--- src/rtl/core/b64e_pkg.sv ---
// Shared types, constants and the alphabet lookup for the base64 stream encoder.
package b64e_pkg;

  localparam int QUEUE_DEPTH = 2;
  localparam int QPTR_W      = $clog2(QUEUE_DEPTH);
  localparam int QCNT_W      = $clog2(QUEUE_DEPTH + 1);

  localparam logic [7:0] PAD_CHAR = 8'h3D;  // '='

  // Pending byte counts
  localparam logic [1:0] CNT_NONE = 2'd0;
  localparam logic [1:0] CNT_ONE  = 2'd1;
  localparam logic [1:0] CNT_TWO  = 2'd2;

  // Character slot of a group
  localparam logic [1:0] SLOT_LAST = 2'd3;

  // One encoded group: four characters, slot 0 goes out first
  typedef struct packed {
    logic [3:0][7:0] chars;
    logic            last;
  } group_t;

  // Queue status seen by the front and back
  typedef struct packed {
    logic full;
    logic empty;
  } q_stat_t;

  // Map a 6-bit index onto the standard alphabet
  function automatic logic [7:0] sym(input logic [5:0] idx);
    logic [7:0] v;
    v = {2'b00, idx};
    if (idx < 6'd26) begin
      sym = 8'h41 + v;
    end else if (idx < 6'd52) begin
      sym = 8'h61 + v - 8'd26;
    end else if (idx < 6'd62) begin
      sym = 8'h30 + v - 8'd52;
    end else if (idx == 6'd62) begin
      sym = 8'h2B;
    end else begin
      sym = 8'h2F;
    end
  endfunction

endpackage

--- src/rtl/core/b64e_front.sv ---
// Front end: accepts bytes, keeps the pending pair and forms encoded groups.
module b64e_front import b64e_pkg::*; (
  input  logic       clk,
  input  logic       rst,
  input  logic       push,
  input  logic [7:0] data_byte,
  input  logic       last_byte,
  input  q_stat_t    q_stat,
  output logic       full,
  output logic       grp_valid,
  output group_t     grp
);

  logic [7:0] pend0;
  logic [7:0] pend1;
  logic [1:0] cnt;
  logic       take;

  assign full = q_stat.full;
  assign take = push && !q_stat.full;

  // A group is complete on the third byte or on any last byte
  assign grp_valid = take && (cnt == CNT_TWO || last_byte);

  // Form the four characters of the group
  always_comb begin
    grp.last = 1'b1;
    if (cnt == CNT_TWO) begin
      grp.chars[0] = sym(pend0[7:2]);
      grp.chars[1] = sym({pend0[1:0], pend1[7:4]});
      grp.chars[2] = sym({pend1[3:0], data_byte[7:6]});
      grp.chars[3] = sym(data_byte[5:0]);
      grp.last     = last_byte;
    end else if (cnt == CNT_ONE) begin
      grp.chars[0] = sym(pend0[7:2]);
      grp.chars[1] = sym({pend0[1:0], data_byte[7:4]});
      grp.chars[2] = sym({data_byte[3:0], 2'b00});
      grp.chars[3] = PAD_CHAR;
    end else begin
      grp.chars[0] = sym(data_byte[7:2]);
      grp.chars[1] = sym({data_byte[1:0], 4'b0000});
      grp.chars[2] = PAD_CHAR;
      grp.chars[3] = PAD_CHAR;
    end
  end

  // Pending count
  always_ff @(posedge clk) begin
    if (rst) begin
      cnt <= CNT_NONE;
    end else if (take) begin
      if (grp_valid) begin
        cnt <= CNT_NONE;
      end else begin
        cnt <= cnt + 2'd1;
      end
    end
  end

  // Pending bytes
  always_ff @(posedge clk) begin
    if (take && !grp_valid) begin
      if (cnt == CNT_NONE) begin
        pend0 <= data_byte;
      end else begin
        pend1 <= data_byte;
      end
    end
  end

endmodule

--- src/rtl/core/b64e_queue.sv ---
// Short group queue between the front and back ends.
module b64e_queue import b64e_pkg::*; (
  input  logic    clk,
  input  logic    rst,
  input  logic    wr_en,
  input  group_t  wr_data,
  input  logic    rd_en,
  output group_t  rd_data,
  output q_stat_t q_stat
);

  group_t              entries [QUEUE_DEPTH];
  logic [QPTR_W-1:0]   wptr;
  logic [QPTR_W-1:0]   rptr;
  logic [QCNT_W-1:0]   count;
  logic                do_wr;
  logic                do_rd;

  assign q_stat.full  = (count == QCNT_W'(QUEUE_DEPTH));
  assign q_stat.empty = (count == '0);
  assign do_wr        = wr_en && !q_stat.full;
  assign do_rd        = rd_en && !q_stat.empty;
  assign rd_data      = entries[rptr];

  // Pointers and fill count
  always_ff @(posedge clk) begin
    if (rst) begin
      wptr  <= '0;
      rptr  <= '0;
      count <= '0;
    end else begin
      if (do_wr) begin
        wptr <= (wptr == QPTR_W'(QUEUE_DEPTH - 1)) ? '0 : wptr + 1'b1;
      end
      if (do_rd) begin
        rptr <= (rptr == QPTR_W'(QUEUE_DEPTH - 1)) ? '0 : rptr + 1'b1;
      end
      if (do_wr && !do_rd) begin
        count <= count + 1'b1;
      end else if (do_rd && !do_wr) begin
        count <= count - 1'b1;
      end
    end
  end

  // Storage
  always_ff @(posedge clk) begin
    if (do_wr) begin
      entries[wptr] <= wr_data;
    end
  end

endmodule

--- src/rtl/core/b64e_back.sv ---
// Back end: holds one group and sends its characters out one per cycle while pop is high.
module b64e_back import b64e_pkg::*; (
  input  logic       clk,
  input  logic       rst,
  input  group_t     q_data,
  input  q_stat_t    q_stat,
  output logic       q_rd,
  input  logic       pop,
  output logic       empty,
  output logic [7:0] out_char,
  output logic       last_char
);

  group_t     cur;
  logic       cur_valid;
  logic [1:0] slot;
  logic       done;

  assign empty     = !cur_valid;
  assign out_char  = cur.chars[slot];
  assign last_char = cur.last && (slot == SLOT_LAST);

  // Current group is finished when its final character is taken
  assign done = cur_valid && pop && (slot == SLOT_LAST);
  assign q_rd = !q_stat.empty && (!cur_valid || done);

  // Valid flag and slot counter
  always_ff @(posedge clk) begin
    if (rst) begin
      cur_valid <= 1'b0;
      slot      <= 2'd0;
    end else begin
      if (q_rd) begin
        cur_valid <= 1'b1;
        slot      <= 2'd0;
      end else if (done) begin
        cur_valid <= 1'b0;
        slot      <= 2'd0;
      end else if (cur_valid && pop) begin
        slot <= slot + 2'd1;
      end
    end
  end

  // Group payload
  always_ff @(posedge clk) begin
    if (q_rd) begin
      cur <= q_data;
    end
  end

endmodule

--- src/rtl/core/base64_stream_encoder.sv ---
// The first character of a group reaches the outputs once the completed group has been written
//   into the queue and then loaded into the back end's group register, when the back end is idle.
// Throughput: one byte per cycle in while full is low, one character per cycle out while pop is
//   high; the output port sets the pace, since each 3-byte group yields 4 characters.
// The two-entry group queue lets bytes keep arriving while characters drain.
// Reset (rst, synchronous): clears pending count, queue and output; empty goes high.
module base64_stream_encoder import b64e_pkg::*; (
  input  logic       clk,
  input  logic       rst,
  input  logic       push,
  output logic       full,
  input  logic [7:0] data_byte,
  input  logic       last_byte,
  output logic       empty,
  input  logic       pop,
  output logic [7:0] out_char,
  output logic       last_char
);

  q_stat_t q_stat;
  group_t  grp;
  group_t  q_data;
  logic    grp_valid;
  logic    q_rd;

  b64e_front u_front (
    .clk       (clk),
    .rst       (rst),
    .push      (push),
    .data_byte (data_byte),
    .last_byte (last_byte),
    .q_stat    (q_stat),
    .full      (full),
    .grp_valid (grp_valid),
    .grp       (grp)
  );

  b64e_queue u_queue (
    .clk     (clk),
    .rst     (rst),
    .wr_en   (grp_valid),
    .wr_data (grp),
    .rd_en   (q_rd),
    .rd_data (q_data),
    .q_stat  (q_stat)
  );

  b64e_back u_back (
    .clk       (clk),
    .rst       (rst),
    .q_data    (q_data),
    .q_stat    (q_stat),
    .q_rd      (q_rd),
    .pop       (pop),
    .empty     (empty),
    .out_char  (out_char),
    .last_char (last_char)
  );

  // A group is never pushed into a full queue
  assert property (@(posedge clk) disable iff (rst) !(grp_valid && q_stat.full))
    else $error("group written into full queue");

  // Back end never reads an empty queue
  assert property (@(posedge clk) disable iff (rst) !(q_rd && q_stat.empty))
    else $error("group read from empty queue");

  // Queue status flags are exclusive
  assert property (@(posedge clk) disable iff (rst) !(q_stat.full && q_stat.empty))
    else $error("queue both full and empty");

  // Output is empty right after reset
  assert property (@(posedge clk) $past(rst) |-> empty)
    else $error("result present after reset");

endmodule

--- config.mk ---
export PLATFORM = sky130hd
export DESIGN_NAME = base64_stream_encoder
export DESIGN_NICKNAME = d
export VERILOG_FILES = /design/src/rtl/core/b64e_pkg.sv /design/src/rtl/core/b64e_front.sv /design/src/rtl/core/b64e_queue.sv /design/src/rtl/core/b64e_back.sv /design/src/rtl/core/base64_stream_encoder.sv
export SDC_FILE = /design/constraint.sdc
export NUM_CORES = 1
export LEC_CHECK = 0
export BUFFER_PORTS_ARGS = -buffer_cell sky130_fd_sc_hd__buf_2
export CAP_MARGIN = 15
export CORE_MARGIN = 3
export CORE_UTILIZATION = 30
export DETAILED_ROUTE_END_ITERATION = 10
export PLACE_DENSITY_LB_ADDON = 0.12
export SYNTH_ARGS = -nofsm -noshare
export SYNTH_HDL_FRONTEND = slang
export SYNTH_SLANG_ARGS = --single-unit
export TNS_END_PERCENT = 1
--- constraint.sdc ---
create_clock -name clk -period 7.5 [get_ports clk]
set_clock_uncertainty 0.2 [all_clocks]
set_input_delay 1.125 -clock clk [delete_from_list [all_inputs] [get_ports clk]]
set_output_delay 1.125 -clock clk [all_outputs]
set_load 0.01 [all_outputs]
* Word level (Yosys, flattened, before mapping) *
Memories as Yosys holds them, arrays and structs flattened. A register that Yosys moved wholly into a read port is not among the register bits.
Index checks and enable logic that the tools add are counted.

operators by class
  add/sub/neg operators = 46
  $lt $le $gt $ge = 25
  shift-type cells = 0
  eq/ne operators = 10
  bitwise operators = 1
  div/mod/pow operators = 0
  multiply operators = 0
  reduce and logical (&&, ||, !) cells = 26
  muxes and demuxes = 44

operator list
  cell                                                        number
  two-way mux 8 bit                                           25
  adder 7 x 6 -> 8 bit, first input constant                  16
  less-than comparator 6 bit, second input constant           16
  subtractor 8 x 5 -> 8 bit, second input constant            8
  subtractor 8 x 6 -> 8 bit, second input constant            8
  adder 6 x 6 -> 7 bit, first input constant                  8
  less-than comparator 6 x 5 -> 1 bit, second input constant  8
  equality test 6 bit, second input constant                  6
  two-way mux 32 bit                                          1
  two-way mux 24 bit                                          1
  two-way mux 3 bit                                           6
  binary-select mux 8 bit (select 2 bit)                      1
  logical AND 1 bit                                           11
  two-way mux 1 bit                                           7
  adder 2 x 1 -> 2 bit, second input constant                 3
  equality test 2 bit, second input constant                  3
  zero test 1 bit                                             6
  two-way mux 2 bit                                           3
  zero test 2 bit                                             2
  AND reduction 2 bit                                         2
  nonzero test 2 bit                                          2
  less-than comparator 2 x 3 -> 1 bit, second input constant  1
  OR reduction 3 bit                                          1
  adder 1 bit, second input constant                          2
  other kinds (4)                                             5

storage, ports and cells
  logic and storage cells = 161
  output and inout port bits = 11
  bits in writable memories = 66
  input bits = 13
  register bits = 25
  bits in read-only memories = 0
  bits in latches = 0
  memories = 1

memory list
  memory           words  width  rd ports  clocked after memory_dff  write ports  RTL line          text
  u_queue.entries  2      33     1         1                         1            b64e_queue.sv:12  group_t entries [QUEUE_DEPTH];

* Depth between registers and ports, before layout *
  word-level depth = 9
  gate-level depth with buffers = 9
  gate-level depth less buffers = 8

* By module *
Synthesis repeated with hierarchy kept, for this count alone.

unflattened totals
  cells, all modules = 653
  area, all modules = 7234.4 um2

modules (own cells, without submodules)
  module      area an instance (um2)  instances  sequential area each (um2)  cells each
  b64e_front  3291.9                  1          520.5                       462
  b64e_queue  2591.2                  1          2082.0                      128
  b64e_back   1351.3                  1          1051.0                      63

* Worst setup path after synthesis *
OpenSTA, ideal clock, no wires.

  path kind = input port to flip-flop
  from = input pop
  to = register u_queue.count[1]
  cell stages on the path = 6
  setup time = 70 ps
  data required time = 7230 ps
  slack = 3234 ps
  path buffers = 0
  arrival = 3996 ps
  path through = nand2_1 -> a21oi_1 -> inv_1 -> ha_1 -> or3_1 -> a21oi_1

between the ends
  longest elaborated chain between the ends = 8
  elaborated cells on any way between the ends = 10

ends and longest elaborated chain
  item                                                            RTL line                     text
  start, declared                                                 base64_stream_encoder.sv:15  input logic pop,
  logical AND 1 bit * (2 in series)                               b64e_back.sv:24              assign done = cur_valid && pop && (slot == SLOT_LAST);
  logical OR 1 bit *                                              b64e_back.sv:25              assign q_rd = !q_stat.empty && (!cur_valid || done);
  logical AND 1 bit *                                             b64e_back.sv:25
  via q_rd                                                        base64_stream_encoder.sv:24  logic q_rd;
  logical AND 1 bit *                                             b64e_queue.sv:22             assign do_rd = rd_en && !q_stat.empty;
  zero test 1 bit                                                 b64e_queue.sv:38             if (do_wr && !do_rd) begin
  logical AND 1 bit                                               b64e_queue.sv:38
  two-way mux 2 bit / nonzero test 2 bit (equally long branches)  n/a
  end signal, assigned                                            b64e_queue.sv:39             count <= count + 1'b1;
  end signal, assigned                                            b64e_queue.sv:41             count <= count - 1'b1;
  end, declared                                                   b64e_queue.sv:15             logic [QCNT_W-1:0] count;

The timed path passes the listed nets; every way through them passes the cells marked *.
A chain may end at the register's enable or synchronous reset.

==> reports/qor.yml <==
synth:
  async_reset_ff_share_pct: 0
  syn_nets: 750
  syn_area_mm2: 0.00759
  synth_flop_cell: "edfxtp_1"
  synth_area_leaders: "edfxtp_1 (45%), ha_1 (7.9%), mux2_2 (5.5%), xnor2_1 (3.1%), a21oi_1 (3.1%)"
  ys_types: 65
  synth-seq-area-share_pct: 47.8
  ys_seq_elements: 124
  ys_warn_count: 0
  synth_area_leader_cell: "edfxtp_1"
  synth_edf_count: 115
  synth.most_common_cell: "edfxtp_1"
  synth_common_cells: "edfxtp_1 (115), ha_1 (48), a21oi_1 (47), nand2_1 (40), o21ai_0 (38)"
  yosys.area.top_type_share_pct: 45.5
  synth_area_per_cell_um2: 11.0
  synthCells: 689
critical_path:
  path_class: "in -> reg"
  cp_data_arrival_time_ns: 3.76
  crit_slowest_cell: "a21oi_1"
  r2r-start: "u_front.pend1[0]"
  reg2reg_to: "u_queue.entries[1][20]"
  cp_max_fo: 20
  ff2ff_setup_slack_ns: 4.37
  worstRegToRegCells: 7
  crit_path_end_kind: "register"
  cp-start-kind: "input pin"
  max_stage_delay_ns: 0.79
  required_ns: 7.42
  crit_end: "u_queue.entries[1][2]"
  crit_start: "data_byte[4]"
  worstPathCellList: "buf_2 -> inv_1 -> ha_1 -> a21o_1 -> a21oi_1 -> mux2_2 -> o311ai_0 -> o21ai_0"
pwr:
  power.total_mw: 2.30
  p_leak_nw: 2.90
  ir_drop_v: 0.000114
  seq_power_share_pct: 42.2
  internal_power_mw: 1.60
  clkPwrFrac_pct: 36.3
  switching_share_pct: 30.4
  pwr-share-comb_pct: 21.4
  p_sw_uw: 701
  power_density_mw_per_mm2: 268
detailed_routing:
  drc: 0
  antenna_left: 0
  num_vias: 5513
  routed_wl_mm: 21.2
  drt_iter0_drc: 457
  drt-pass1-iter-count: 5
  vias_per_cell: 5.35
  wl_per_cell_um: 20.6
run_status:
  outcome: "finished clean"
timing:
  max_clock_freq_mhz: 260
  final_max_slew_viol_count: 0
  tns_ns: 0
  fin_crit_ns: 3.84
  rsz0062_at_grt: "no"
  period_share_pct: 51.2
  hold_ws_ns: 0.298
  worst_slew_pin_slew_ns: 1.00
  worst_slack_ns: 3.66
  finalSetupViolCount: 0
  slew_headroom_pct: 33.2
  finalHoldViolCount: 0
global_routing:
  grt_pass1_vias: 5429
  track_usage_pct: 16.2
  antenna_found_initial: 0
  grt_max_degree: 38
  grt_pass1_wl_mm: 33.1
  overflow: 0
floorplanning:
  rows: 57
  dieArea_mm2: 0.0273
  die_x_um: 165
  initial_core_util_pct: 30.9
  core_area_mm2: 0.0246
  die_h_um: 165
  io_pins: 24
clocking:
  clk_pin_slew_worst_paths_ns: 0.06
  clock-root-buffer: "clkbuf_16"
  htree_levels: 4
  ctsHoldBuffers: 0
  post_cts_buffers: 0
  cts_resized: 0
  ctsLongestPathBuffers: 2
  cts_tree: "built"
  numCtsBuffers: 17
  cts_sinks: 124
  clkLatencyLatePin_ns: 0.42
finish:
  n_antenna_cell: 0
  fin_nets: 755
  areaGrowthSynthToFinish_pct: 13.1
  drive_gt1_share_pct: 16.5
  utilization_pct: 34.9
  final_area_mm2: 0.00859
  fin_cells: 1031
flow_run:
  maxCapViolations: 0
placed_design:
  detailed_place_hpwl_mm: 15.2
  numPortBuffers: 23
  placedCellCount: 999
  pre_cts_ws_ns: 3.27
  dpl_cell_area_mm2: 0.00799
  gp_congestion: 0.883
worst_hold_path:
  worstHoldPathType: "reg -> reg"
[registers in the layout, indices dropped and copies added (netlist names)]
register / cells
u_back.cur: 33
u_back.cur_valid: 1
u_back.slot: 2
u_front.cnt: 2
u_front.pend0: 8
u_front.pend1: 8
u_queue.count: 2
u_queue.entries: 66
u_queue.rptr: 1
u_queue.wptr: 1
[final cells by class]
type	instances	area (um2)
Fill cell	2450	16000
Multi-Input combinational cell	484	3640
Sequential cell	124	3630
Clock buffer	17	425
Tap cell	324	405
Clock inverter	15	173
Timing Repair Buffer	30	168
Inverter	37	139
[placed cells by master, fill, tap and decap left out, types with 6 or more instances in the layout]
cell,instances
nand4_1,8
o211ai_1,8
a21oi_1,46
nor2_1,26
mux4_2,8
o21bai_1,6
buf_4,7
or3_1,8
a221oi_1,6
a32oi_1,7
mux2_2,37
edfxtp_1,115
inv_1,34
inv_6,7
nor3_1,23
xnor2_1,27
nand2_1,40
ha_1,48
a21o_1,7
clkbuf_16,17
nor2b_1,11
buf_2,23
nand2b_1,11
dfxtp_1,9
o21ai_0,38
xor2_1,8
nand3_1,24
[cell families (layout without fill, tap and decap cells)]
family                   Yosys count  after routing  synth area share (%)
AND/OR/NAND/NOR                  175            175                  11.6
buffers and inverters             81             99                  4.48
XOR/XNOR                          35             35                  4.04
multiplexers                      50             50                  8.52
flip-flops                       124            124                  47.8
adder cells (fa/ha/maj)           48             48                  7.91
AO/OA/AOI/OAI                    176            176                  15.6
[power groups by stage]
stage | Combinational, mW | Sequential [mW] | Clock [mW]
after floorplan | 0.360 | 0.948 | 0
after global placement | 0.494 | 0.991 | 0
after detailed placement | 0.498 | 0.994 | 0
after CTS | 0.501 | 0.980 | 0.862
after global routing | 0.549 | 0.988 | 0.894
final | 0.494 | 0.973 | 0.838
[critical path, delay by kind of cell]
kind / cells / cell delay [ns]
AOI/OAI and AO/OA: 4 / 1.32
muxes: 1 / 0.42
buffers and inverters: 2 / 0.59
adders and majority gates: 1 / 0.30
[layer usage]
layer	track usage, %	up-vias	share of wire (%)
met4	4.31	0	1.5
li1	-	2618	-
met1	23.5	2733	49
met5	0	-	0
met2	25.0	139	45
met3	2.59	23	4.5
[worst min-delay path by stage]
stage                         startpoint        endpoint  slack [ns]  depth (start not counted)
after detailed placement  u_front.cnt[1]  u_front.cnt[1]        0.29                          2
after CTS                 u_front.cnt[1]  u_front.cnt[1]        0.30                          2
after global routing      u_front.cnt[1]  u_front.cnt[1]        0.32                          2
after global placement    u_front.cnt[1]  u_front.cnt[1]        0.26                          2
after floorplan           u_front.cnt[1]  u_front.cnt[1]        0.25                          2
final                     u_front.cnt[1]  u_front.cnt[1]        0.30                          2
Note: power is estimated with default switching activity, not from simulation.
